`src/rtl/core/afrs_pkg.sv`:
```
// shared types, constants and codes for the audio fifo rate servo
`default_nettype none

package afrs_pkg;

  localparam int BUF_SAMPLES = 32768;

  localparam int OFS_W    = 15;
  localparam int PAIRS_W  = 15;
  localparam int COUNT_W  = 32;
  localparam int FUDGE_W  = 16;
  localparam int EVENT_W  = 2;
  localparam int THR_W    = 14;
  localparam int CFG_A_W  = 1;

  localparam int IN_DATA_W  = 48;
  localparam int OUT_DATA_W = 48;

  localparam logic [COUNT_W-1:0] BUF_COUNT = COUNT_W'(BUF_SAMPLES);
  localparam logic [COUNT_W-1:0] BUF_MASK  = COUNT_W'(BUF_SAMPLES - 1);
  localparam logic [OFS_W-1:0]   HALF_BUF_PAIRS = OFS_W'(BUF_SAMPLES >> 1);
  localparam logic [THR_W-1:0]   THR_RESET = THR_W'(1024);

  localparam logic CMD_QUERY  = 1'b0;
  localparam logic CMD_COMMIT = 1'b1;

  localparam logic [CFG_A_W-1:0] CFG_ENABLED = CFG_A_W'(0);
  localparam logic [CFG_A_W-1:0] CFG_LOW_THR = CFG_A_W'(1);

  typedef enum logic [EVENT_W-1:0] {
    EV_NONE      = 2'd0,
    EV_OVERFLOW  = 2'd1,
    EV_UNDERFLOW = 2'd2
  } event_t;

  // fill level status handed from the level tracker to the servo
  typedef struct packed {
    logic overflow;
    logic underflow;
    logic below_low;
    logic below_mid;
  } level_t;

endpackage

`default_nettype wire

```
`src/rtl/core/audio_fifo_rate_servo_top.sv`:
```
// audio fifo rate servo: fill level tracker with signed rate correction
//
// Takes one item per cycle while out_tready lets results go: the item lands in an
// input register, the level tracker and servo evaluate it against the write
// count and correction value, and the answer is captured in the result
// register while a commit updates the state on that same edge, so the next
// item already sees it. The input register refills when empty or when its
// item moves on into a result register that is empty or being taken, so
// in_tready follows out_tready combinationally. Configuration writes are taken at any edge with cfg_we high.
`default_nettype none

module audio_fifo_rate_servo_top (
  input  wire logic                               clk,
  input  wire logic                               rst_n,
  input  wire logic                               cfg_we,
  input  wire logic [afrs_pkg::CFG_A_W-1:0]       cfg_addr,
  input  wire logic [afrs_pkg::THR_W-1:0]         cfg_wdata,
  input  wire logic                               in_tvalid,
  output logic                                    in_tready,
  // num_pairs[14:0], read_count[46:15], zero pad[47]
  input  wire logic [afrs_pkg::IN_DATA_W-1:0]     in_tdata,
  // cmd[0]
  input  wire logic                               in_tuser,
  output logic                                    out_tvalid,
  input  wire logic                               out_tready,
  // write_offset[14:0], free_pairs[29:15], rate_fudge[45:30], event_res[47:46]
  output logic [afrs_pkg::OUT_DATA_W-1:0]         out_tdata
);
  import afrs_pkg::*;

  logic                      enabled_r;
  logic [THR_W-1:0]          low_thr_r;
  logic [COUNT_W-1:0]        write_count_r;
  logic signed [FUDGE_W-1:0] fudge_r;

  logic                      in_vld_r;
  logic                      cmd_r;
  logic [PAIRS_W-1:0]        pairs_r;
  logic [COUNT_W-1:0]        rd_r;

  logic                      out_vld_r;
  logic [OFS_W-1:0]          wofs_r;
  logic [OFS_W-1:0]          free_r;
  logic signed [FUDGE_W-1:0] rfudge_r;
  event_t                    event_r;

  logic                      advance;
  logic                      commit;
  level_t                    level;
  logic [OFS_W-1:0]          q_wofs;
  logic [OFS_W-1:0]          q_free;
  logic [COUNT_W-1:0]        write_count_nxt;
  logic signed [FUDGE_W-1:0] fudge_nxt;
  event_t                    servo_event;

  logic [OFS_W-1:0]          wofs_nxt;
  logic [OFS_W-1:0]          free_nxt;
  logic signed [FUDGE_W-1:0] rfudge_nxt;
  event_t                    event_nxt;

  afrs_fill u_fill (
    .write_count     (write_count_r),
    .read_count      (rd_r),
    .num_pairs       (pairs_r),
    .low_threshold   (low_thr_r),
    .level           (level),
    .write_offset    (q_wofs),
    .free_pairs      (q_free),
    .write_count_nxt (write_count_nxt)
  );

  afrs_servo u_servo (
    .level     (level),
    .fudge     (fudge_r),
    .fudge_nxt (fudge_nxt),
    .event_res (servo_event)
  );

  assign advance   = in_vld_r && (!out_vld_r || out_tready);
  assign in_tready = !in_vld_r || advance;
  assign commit    = advance && (cmd_r == CMD_COMMIT) && enabled_r;

  always_comb begin
    wofs_nxt   = '0;
    free_nxt   = '0;
    rfudge_nxt = fudge_r;
    event_nxt  = EV_NONE;
    if (cmd_r == CMD_QUERY) begin
      if (enabled_r) begin
        wofs_nxt = q_wofs;
        free_nxt = q_free;
      end else begin
        free_nxt = HALF_BUF_PAIRS;
      end
    end else if (enabled_r) begin
      rfudge_nxt = fudge_nxt;
      event_nxt  = servo_event;
    end
  end

  always_ff @(posedge clk) begin
    if (!rst_n) begin
      enabled_r <= 1'b0;
      low_thr_r <= THR_RESET;
    end else if (cfg_we) begin
      case (cfg_addr)
        CFG_ENABLED: enabled_r <= cfg_wdata[0];
        CFG_LOW_THR: low_thr_r <= cfg_wdata;
        default: ;
      endcase
    end
  end

  always_ff @(posedge clk) begin
    if (!rst_n) begin
      write_count_r <= BUF_COUNT;
      fudge_r       <= '0;
    end else if (commit) begin
      write_count_r <= write_count_nxt;
      fudge_r       <= fudge_nxt;
    end
  end

  always_ff @(posedge clk) begin
    if (!rst_n) begin
      in_vld_r <= 1'b0;
    end else if (in_tready) begin
      in_vld_r <= in_tvalid;
    end
  end

  always_ff @(posedge clk) begin
    if (in_tvalid && in_tready) begin
      cmd_r   <= in_tuser;
      pairs_r <= in_tdata[PAIRS_W-1:0];
      rd_r    <= in_tdata[PAIRS_W +: COUNT_W];
    end
  end

  always_ff @(posedge clk) begin
    if (!rst_n) begin
      out_vld_r <= 1'b0;
    end else if (advance) begin
      out_vld_r <= 1'b1;
    end else if (out_tready) begin
      out_vld_r <= 1'b0;
    end
  end

  always_ff @(posedge clk) begin
    if (advance) begin
      wofs_r   <= wofs_nxt;
      free_r   <= free_nxt;
      rfudge_r <= rfudge_nxt;
      event_r  <= event_nxt;
    end
  end

  assign out_tvalid = out_vld_r;
  assign out_tdata  = {event_r, rfudge_r, free_r, wofs_r};

  // commit results carry no ring position
  a_event_zero_pos: assert property (@(posedge clk) disable iff (!rst_n)
    (out_vld_r && event_r != EV_NONE) |-> (wofs_r == '0 && free_r == '0))
    else $error("event reported with nonzero offset or free pairs");

  // free space never exceeds half the ring
  a_free_bound: assert property (@(posedge clk) disable iff (!rst_n)
    out_vld_r |-> ({1'b0, free_r} <= {1'b0, HALF_BUF_PAIRS}))
    else $error("free pairs above half the ring");

  // state only moves on an enabled commit
  a_state_hold: assert property (@(posedge clk) disable iff (!rst_n)
    !commit |=> ($stable(fudge_r) && $stable(write_count_r)))
    else $error("servo state changed without a commit");

  // a delivered result carries the correction held in the state
  a_fudge_match: assert property (@(posedge clk) disable iff (!rst_n)
    advance |=> (rfudge_r == fudge_r))
    else $error("reported correction differs from state");

endmodule

`default_nettype wire

```
`src/rtl/core/afrs_fill.sv`:
```
// fill level tracker: query answer, commit flags and next write count
`default_nettype none

module afrs_fill (
  input  wire logic [afrs_pkg::COUNT_W-1:0] write_count,
  input  wire logic [afrs_pkg::COUNT_W-1:0] read_count,
  input  wire logic [afrs_pkg::PAIRS_W-1:0] num_pairs,
  input  wire logic [afrs_pkg::THR_W-1:0]   low_threshold,
  output afrs_pkg::level_t                  level,
  output logic [afrs_pkg::OFS_W-1:0]        write_offset,
  output logic [afrs_pkg::OFS_W-1:0]        free_pairs,
  output logic [afrs_pkg::COUNT_W-1:0]      write_count_nxt
);
  import afrs_pkg::*;

  localparam logic signed [COUNT_W:0] BUF_S = (COUNT_W+1)'(BUF_SAMPLES);

  logic        [COUNT_W-1:0] diff;
  logic signed [COUNT_W:0]   used;
  logic        [COUNT_W-1:0] ofs;
  logic signed [COUNT_W:0]   ofs_s;
  logic signed [COUNT_W:0]   top;
  logic signed [COUNT_W:0]   room;
  logic        [PAIRS_W:0]   n_samples;
  logic signed [COUNT_W:0]   ovf_level;
  logic        [THR_W+1:0]   thr3;

  always_comb begin
    diff      = write_count - read_count;
    used      = $signed({diff[COUNT_W-1], diff});
    ofs       = write_count & BUF_MASK;
    ofs_s     = $signed({1'b0, ofs});
    top       = (ofs_s > used) ? ofs_s : used;
    room      = BUF_S - top;
    n_samples = {num_pairs, 1'b0};
    ovf_level = BUF_S - $signed({{(COUNT_W-PAIRS_W){1'b0}}, n_samples});
    thr3      = {2'b00, low_threshold} + {1'b0, low_threshold, 1'b0};

    write_offset    = ofs[OFS_W-1:0];
    free_pairs      = (room > 0) ? room[OFS_W:1] : '0;
    write_count_nxt = write_count + COUNT_W'(n_samples);

    level.overflow  = (used == ovf_level);
    level.underflow = (used == '0);
    level.below_low = (used < $signed({{(COUNT_W+1-THR_W){1'b0}}, low_threshold}));
    level.below_mid = (used < $signed({{(COUNT_W-1-THR_W){1'b0}}, thr3}));
  end

endmodule

`default_nettype wire

```
`src/rtl/core/afrs_servo.sv`:
```
// rate correction update from the fill level status
`default_nettype none

module afrs_servo (
  input  wire afrs_pkg::level_t                    level,
  input  wire logic signed [afrs_pkg::FUDGE_W-1:0] fudge,
  output logic signed [afrs_pkg::FUDGE_W-1:0]      fudge_nxt,
  output afrs_pkg::event_t                         event_res
);
  import afrs_pkg::*;

  localparam int W = FUDGE_W + 2;
  localparam logic signed [W-1:0] FMAX = W'((1 << (FUDGE_W - 1)) - 1);
  localparam logic signed [W-1:0] FMIN = -W'(1 << (FUDGE_W - 1));
  localparam logic signed [W-1:0] STEP_BIG   = W'(10);
  localparam logic signed [W-1:0] STEP_SMALL = W'(3);
  localparam logic signed [W-1:0] STEP_ONE   = W'(1);

  logic signed [W-1:0] f;
  logic signed [W-1:0] rounded;
  logic signed [W-1:0] half;
  logic signed [W-1:0] r;

  always_comb begin
    f       = W'(fudge);
    rounded = f + $signed({{(W-1){1'b0}}, fudge[FUDGE_W-1]});
    half    = rounded >>> 1;
    event_res = EV_NONE;
    if (level.overflow) begin
      event_res = EV_OVERFLOW;
      r = (f < -STEP_BIG) ? half : f + STEP_BIG;
    end else if (level.underflow) begin
      event_res = EV_UNDERFLOW;
      r = (f > STEP_BIG) ? half : f - STEP_BIG;
    end else if (level.below_low) begin
      r = f - STEP_SMALL;
    end else if (level.below_mid) begin
      r = f + STEP_SMALL;
    end else if (f > 0) begin
      r = f - STEP_ONE;
    end else if (f < 0) begin
      r = f + STEP_ONE;
    end else begin
      r = f;
    end

    if (r > FMAX) begin
      fudge_nxt = FMAX[FUDGE_W-1:0];
    end else if (r < FMIN) begin
      fudge_nxt = FMIN[FUDGE_W-1:0];
    end else begin
      fudge_nxt = r[FUDGE_W-1:0];
    end
  end

endmodule

`default_nettype wire
```
`config.mk`:
```
export PLATFORM = sky130hd
export DESIGN_NAME = audio_fifo_rate_servo_top
export DESIGN_NICKNAME = d
export VERILOG_FILES = /design/src/rtl/core/afrs_pkg.sv /design/src/rtl/core/audio_fifo_rate_servo_top.sv /design/src/rtl/core/afrs_fill.sv /design/src/rtl/core/afrs_servo.sv
export SDC_FILE = /design/constraint.sdc
export NUM_CORES = 1
export LEC_CHECK = 0
export ABC_AREA = 1
export BUFFER_PORTS_ARGS = -buffer_cell sky130_fd_sc_hd__buf_2
export CAP_MARGIN = 20
export CORE_MARGIN = 10
export CORE_UTILIZATION = 40
export DETAILED_ROUTE_END_ITERATION = 7
export PLACE_DENSITY = 0.59
export SLEW_MARGIN = 20
export SYNTH_ARGS = -nofsm -noshare
export SYNTH_HDL_FRONTEND = slang
export SYNTH_HIERARCHICAL = 1
export SYNTH_SLANG_ARGS = --single-unit
```
`constraint.sdc`:
```
create_clock -name clk -period 4.3 [get_ports clk]
set_input_delay 0.645 -clock clk [delete_from_list [all_inputs] [get_ports clk]]
set_output_delay 0.645 -clock clk [all_outputs]
set_load 0.03 [all_outputs]
```
==> metrics.yaml, run 1 <==
cts_made_buffers: 17
drtPass1Iterations: 5
seqCellArea_sq_um: 4195
multi_input_comb_area_sq_um: 11100
cts_tree: "done"
hold_violations: 0
worst_pin_slew_ps: 1017
synth_nets: 2676
min_from: "in_tdata[3]"
min_path_type: "input port to flip-flop"
crit_type: "flip-flop to flip-flop"
ctsHoldBuffers: 0
wire_per_inst_microns: 15.94
ys_seq_elements: 161
yosys.area_share.simple: 0.3601
rows: 72
die_area_sq_um: 48140
timing.hold.ws_ps: 349.6
vias: 17030
async_flop_share: 0
slowest_delay_ps: 430
io_buffers: 117
timing.rr.start: "rd_r[0]$_DFFE_PP_"
drt-vias-per-instance: 4.976
start_kind: "flip-flop"
drv_cap: 0
htreeDepth: 4
crit_arrival_ps: 5050
cellPowerDensity_nw_per_um2: 226.7
die_h_microns: 219.4
clk_pin_slew_ps: 70
dp_cells: 3339
start_util: 0.4078
antenna_cells: 0
finClkSkew_ps: 11.76
fillers: 3738
drc_errors: 0
synth_xor_area_frac: 0.05781
timing.final.crit_share: 1.133
ir_drop_mv: 0.4220
post_synth.cell_area_avg_sq_um: 6.378
period_needed_ps: 4871
crit_start: "rd_r[0]$_DFFE_PP_"
synth_top_family_by_area: "simple AND/OR/NAND/NOR gates"
critPathSlowestCell: "edfxtp_1"
synth-adder-area-share: 0.09030
dpl.hpwl_mm: 41.82
cp-end-kind: "flip-flop"
p_leak_nw: 10.84
grt_pass1_vias: 16000
gp_congestion: 0.9407
cts_root_buf: "clkbuf_16"
synth_mux_area_frac: 0
layout-drive-gt1-share: 0.2943
rsz0062_at_grt: "true"
maxSlewViolCount: 0
cts_buffer_depth: 2
ys.flop_type: "edfxtp_1"
worstSkewPairLatency_ps: 470
nets: 3075
synth_seq_area_share: 0.2630
violations: "negative setup slack"
setup_slack_ps: -571.2
timing.slew.headroom: 0.3223
critical_path_required_ps: 4480
syn_area_sq_um: 15910
instances_no_fill: 3423
synth_cell_types: 56
synth-compound-area-share: 0.09667
grt.overflow.total: 0
ant_nets: 0
path_common_cell: "nand2_4"
ios: 119
synth_warnings: 6
die_x_microns: 219.4
worstPathMaxFanout: 8
cts.sinks: 161
status: "finished with violations"
antenna_found_initial: 0
gr-usage-all-layers: 0.2207
syn_inst: 2494
fmax_ghz: 0.2053
drt_first_iter_violations: 1259
area_growth_pct: 35.27
wl_mm: 54.57
grt_pass1_wl_mm: 84.67
setup_violations: 47
synth_edf_count: 96
grt_max_degree: 81
core_sq_um: 39010
-- path summary, 6_finish.rpt --
check                                  end  slack [ps]  depth (start not counted)
setup / recovery  free_r[13]$_SDFFCE_PP0P_        -570                         36
hold / removal        pairs_r[3]$_DFFE_PP_         350                          1
setup reg to reg  free_r[13]$_SDFFCE_PP0P_        -570                         36
hold reg to reg     enabled_r$_SDFFE_PN0P_         520                          2
-- cell usage in the layout, fill, tap and decap left out, types with 24 or more instances in the layout --
cell and instances:
nor2_2 30, nor2_4 28, ha_1 90, inv_2 48, nand4_1 45, nand2_2 95, nor2_1 291, nand2_1 619
o21ai_0 71, nand3_2 24, edfxtp_1 96, a21oi_1 83, nand3_1 116, buf_4 316, xor2_1 70, inv_1 357
dfxtp_1 60, buf_2 117
-- metrics by stage --
step                      area (sq um)  worst slack, ps  TNS [ps]  power [mW]  utilization
after global placement           18960           -668.0    -23540       3.081       0.4861
after floorplan                  16010           -66.05    -94.42       2.576            -
final                            21520           -571.2    -23670       4.878       0.5516
after CTS                        20500           -524.2    -20610       4.742       0.5255
after global routing             21520           -909.0    -37810       5.146       0.5516
after detailed placement         18980           -725.2    -25090       3.099       0.4866
-- sequential cells by signal, summed over array words and instances, names as in the netlist --
signal	flops
free_r	15
wofs_r	15
pairs_r	15
rfudge_r	16
write_count_r	32
low_thr_r	14
in_vld_r	1
enabled_r	1
cmd_r	1
event_r	2
fudge_r	16
rd_r	32
out_tvalid	1
-- cell families (layout without fill, tap and decap cells) --
kind of cell	count (synthesis)	count (layout)
buffers and inverters	501	907
AO/OA/AOI/OAI	271	271
AND/OR/NAND/NOR	1343	1348
flip-flops	161	161
adder cells (fa/ha/maj)	113	113
XOR/XNOR	105	105
-- what timing repair did --
action                                  4_1_cts  5_1_grt
endpoints found under the setup margin       47       54
buffers inserted                             28       15
gates cloned                                  7        3
pin swaps                                    69      166
gates resized for setup                     139      247
-- cell type report --
cell class,instances,share of cell area
inverter,410,0.07205
timing repair buffer,466,0.1612
clock inverter,7,0.004012
multi-input combinational,1837,0.5157
clock buffer,24,0.02192
sequential,161,0.1950
tap,518,0.03012
-- Yosys cell counts (18+ instances only) --
| cell type | number | area share |
|---|---|---|
| a21oi_1 | 102 | 0.032 |
| buf_2 | 30 | 0.0094 |
| buf_4 | 24 | 0.011 |
| clkbuf_1 | 21 | 0.0050 |
| dfxtp_1 | 65 | 0.082 |
| edfxtp_1 | 96 | 0.18 |
| ha_1 | 110 | 0.087 |
| inv_1 | 394 | 0.093 |
| nand2_1 | 713 | 0.17 |
| nand2_2 | 18 | 0.0071 |
| nand3_1 | 149 | 0.047 |
| nand3b_1 | 21 | 0.0099 |
| nand4_1 | 45 | 0.018 |
| nor2_1 | 321 | 0.076 |
| nor2_2 | 23 | 0.0090 |
| nor3_1 | 19 | 0.0060 |
| o21ai_0 | 97 | 0.031 |
| xnor2_1 | 25 | 0.014 |
| xor2_1 | 80 | 0.044 |
-- power by group --
part           total, mW  internal (mW)  leakage (nW)  switching, mW
Sequential          1.75           1.70          1.47         0.0493
Combinational       1.64          0.691          9.11          0.952
Clock               1.49          0.875         0.271          0.613
-- worst max-delay path: cells and delay by family, from the launching register on --
| family | cells | cell delay [ps] |
|---|---|---|
| AND/OR/NAND/NOR | 24 | 2260 |
| adder cells (fa/ha/maj) | 3 | 840 |
| buffers and inverters | 8 | 830 |
| flip-flops | 1 | 430 |
| XOR/XNOR | 1 | 180 |
-- per-layer routing --
| metal | wire length (microns) | global-route usage | vias to the layer above |
|---|---|---|---|
| met5 | 0 | 0 | - |
| met3 | 2965 | 0.03301 | 54 |
| met4 | 820 | 0.04689 | 0 |
| met2 | 24920 | 0.3558 | 428 |
| met1 | 25870 | 0.3056 | 7865 |
| li1 | - | - | 8687 |
(Power assumes the default switching activity.)
==> run 2: changes to the inputs <==
SETUP_SLACK_MARGIN = 0.15   (was unset)
==> metrics.yaml, run 2 (same netlist as run 1, synthesis figures left out) <==
status: "finished with violations"
violations: "negative setup slack"
cts.sinks: 161
drt-vias-per-instance: 4.960
intPower_mw: 3.205
hold_end: "pairs_r[2]$_DFFE_PP_"
path_buf_inv: 7
min_path_type: "input port to flip-flop"
fin_util: 0.5337
worstPathMaxFanout: 8
cp-end-kind: "flip-flop"
switchingPower_mw: 1.602
rsz0062_at_grt: "true"
dpl.hpwl_mm: 40.16
drtPass1Iterations: 5
crit_family: "simple AND/OR/NAND/NOR gates"
path_common_cell: "nand2_1"
drt_first_iter_violations: 1161
r2r_cells: 35
die_h_microns: 219.4
combPwrFrac: 0.330
ant_nets: 0
slowest_delay_ps: 440
drv_cap: 0
finClkSkew_ps: 11.15
ir_drop_mv: 0.4171
gp_congestion: 0.9884
grt_pass1_wl_mm: 82.99
whs_path_depth: 1
grt_max_degree: 81
fillers: 3884
timing.rr.start: "rd_r[0]$_DFFE_PP_"
nets: 3053
p_leak_nw: 10.55
layout_commonest_cell: "nand2_1"
ctsHoldBuffers: 0
rows: 72
cts_buffer_depth: 2
most-common-layout-cells: "nand2_1 (658), inv_1 (367), buf_4 (301), nor2_1 (300), nand3_1 (125)"
timing.final.crit_share: 1.137
die_area_sq_um: 48140
reg2reg_slack_ps: -590
worstReg2RegEnd: "free_r[2]$_SDFFCE_PP0P_"
ios: 119
cts_made_buffers: 17
area_growth_pct: 30.89
drc_errors: 0
hold_violations: 0
critPathSlowestCell: "edfxtp_1"
vias: 16880
die_x_microns: 219.4
crit_type: "flip-flop to flip-flop"
gr-usage-all-layers: 0.2141
htreeDepth: 4
cts_root_buf: "clkbuf_16"
min_from: "in_tdata[2]"
start_util: 0.4078
cellPowerDensity_nw_per_um2: 230.9
start_kind: "flip-flop"
reg.largest.list: "rd_r: 32 flops, write_count_r: 32 flops"
seqPwrFrac: 0.363
critical_path_required_ps: 4480
cts_tree: "done"
setup_violations: 47
period_needed_ps: 4891
io_buffers: 117
core_sq_um: 39010
grt.overflow.total: 0
crit_arrival_ps: 5070
setup_slack_ps: -590.7
timing.slew.headroom: 0.3186
antenna_found_initial: 0
grt_pass1_vias: 16270
worst_pin_slew_ps: 1022
worstSkewPairLatency_ps: 470
clk_pin_slew_ps: 70
wire_per_inst_microns: 15.22
maxSlewViolCount: 0
wl_mm: 51.80
fmax_ghz: 0.2045
tns_ps: -21930
clkPwrFrac: 0.307
swShare: 0.3332
layout-drive-gt1-share: 0.2632
==> run 2: cell count changes in the layout (fill, tap and decap cells not counted), sizes merged <==
cell      change
clkinv        +3
diode         +1
nand2         -1
buf          -20
clkbuf        -4
clkinvlp      +1
inv           +1
bufinv        -1
==> run 2: layout make-up <==
class / instances / area [sq um] / share of cell area
repair inverters: 1 / 7.507 / 0.0003606
well taps: 518 / 648.1 / 0.03113
diodes: 1 / 2.502 / 0.0001202
inverters: 410 / 1562 / 0.07500
multi-input cells: 1836 / 10670 / 0.5126
clock buffers: 22 / 474.2 / 0.02278
repair buffers: 444 / 3177 / 0.1526
clock inverters: 10 / 83.83 / 0.004026
flip-flops and latches: 161 / 4194 / 0.2014
==> run 2: worst max path at each step <==
stage                           start                       to  slack [ps]  depth (start not counted)
finish              rd_r[0]$_DFFE_PP_  free_r[2]$_SDFFCE_PP0P_        -590                         35
global route        rd_r[0]$_DFFE_PP_  free_r[2]$_SDFFCE_PP0P_        -860                         33
CTS                 rd_r[0]$_DFFE_PP_  free_r[2]$_SDFFCE_PP0P_        -540                         34
detailed placement  rd_r[0]$_DFFE_PP_  free_r[1]$_SDFFCE_PP0P_        -670                         31
global placement    rd_r[0]$_DFFE_PP_   rfudge_r[13]$_DFFE_PP_        -550                         31
floorplan           rd_r[0]$_DFFE_PP_   rfudge_r[13]$_DFFE_PP_         -10                         31
==> run 2: stage by stage <==
step | worst slack, ps | instances | total power [mW] | hold WS, ps | cell area [sq um]
3_3_place_gp | -551.0 | 3322 | 3.078 | 499.7 | 18900
5_1_grt | -864.6 | 3402 | 5.074 | 324.7 | 20820
4_1_cts | -538.0 | 3386 | 4.696 | 325.8 | 20220
3_5_place_dp | -665.0 | 3322 | 3.102 | 507.1 | 18900
6_report | -590.7 | 3403 | 4.807 | 347.8 | 20820
2_1_floorplan | -12.45 | 2494 | 2.587 | 474.4 | 16070
==> run 2: layer usage <==
metal  GRT usage  routed length (microns)  vias up
met4     0.04941                      635        0
met3     0.03576                     2884       42
met5           0                        0        -
met1      0.2937                    24890     7764
li1            -                        -     8647
met2      0.3441                    23400      427
==> run 2: what timing repair did <==
action,CTS,global route
setup endpoints to repair,51,56
cloned,5,1
gates resized for setup,121,141
setup buffers,27,15
pin swaps,62,62
==> run 2: worst reg2reg max path, delay by kind of cell (launching register included) <==
kind | cells | cell delay [ps]
flops | 1 | 440
fa+ha+maj | 2 | 600
simple gates | 26 | 2680
buf+inv | 7 | 870
==> run 2: power by group through the flow <==
stage / registers (mW) / logic, mW / clock network (mW)
after floorplan: 1.80 / 0.787 / 0
after global placement: 1.78 / 1.30 / 0
after detailed placement: 1.78 / 1.32 / 0
after CTS: 1.75 / 1.44 / 1.51
after global routing: 1.75 / 1.74 / 1.58
final: 1.75 / 1.58 / 1.48
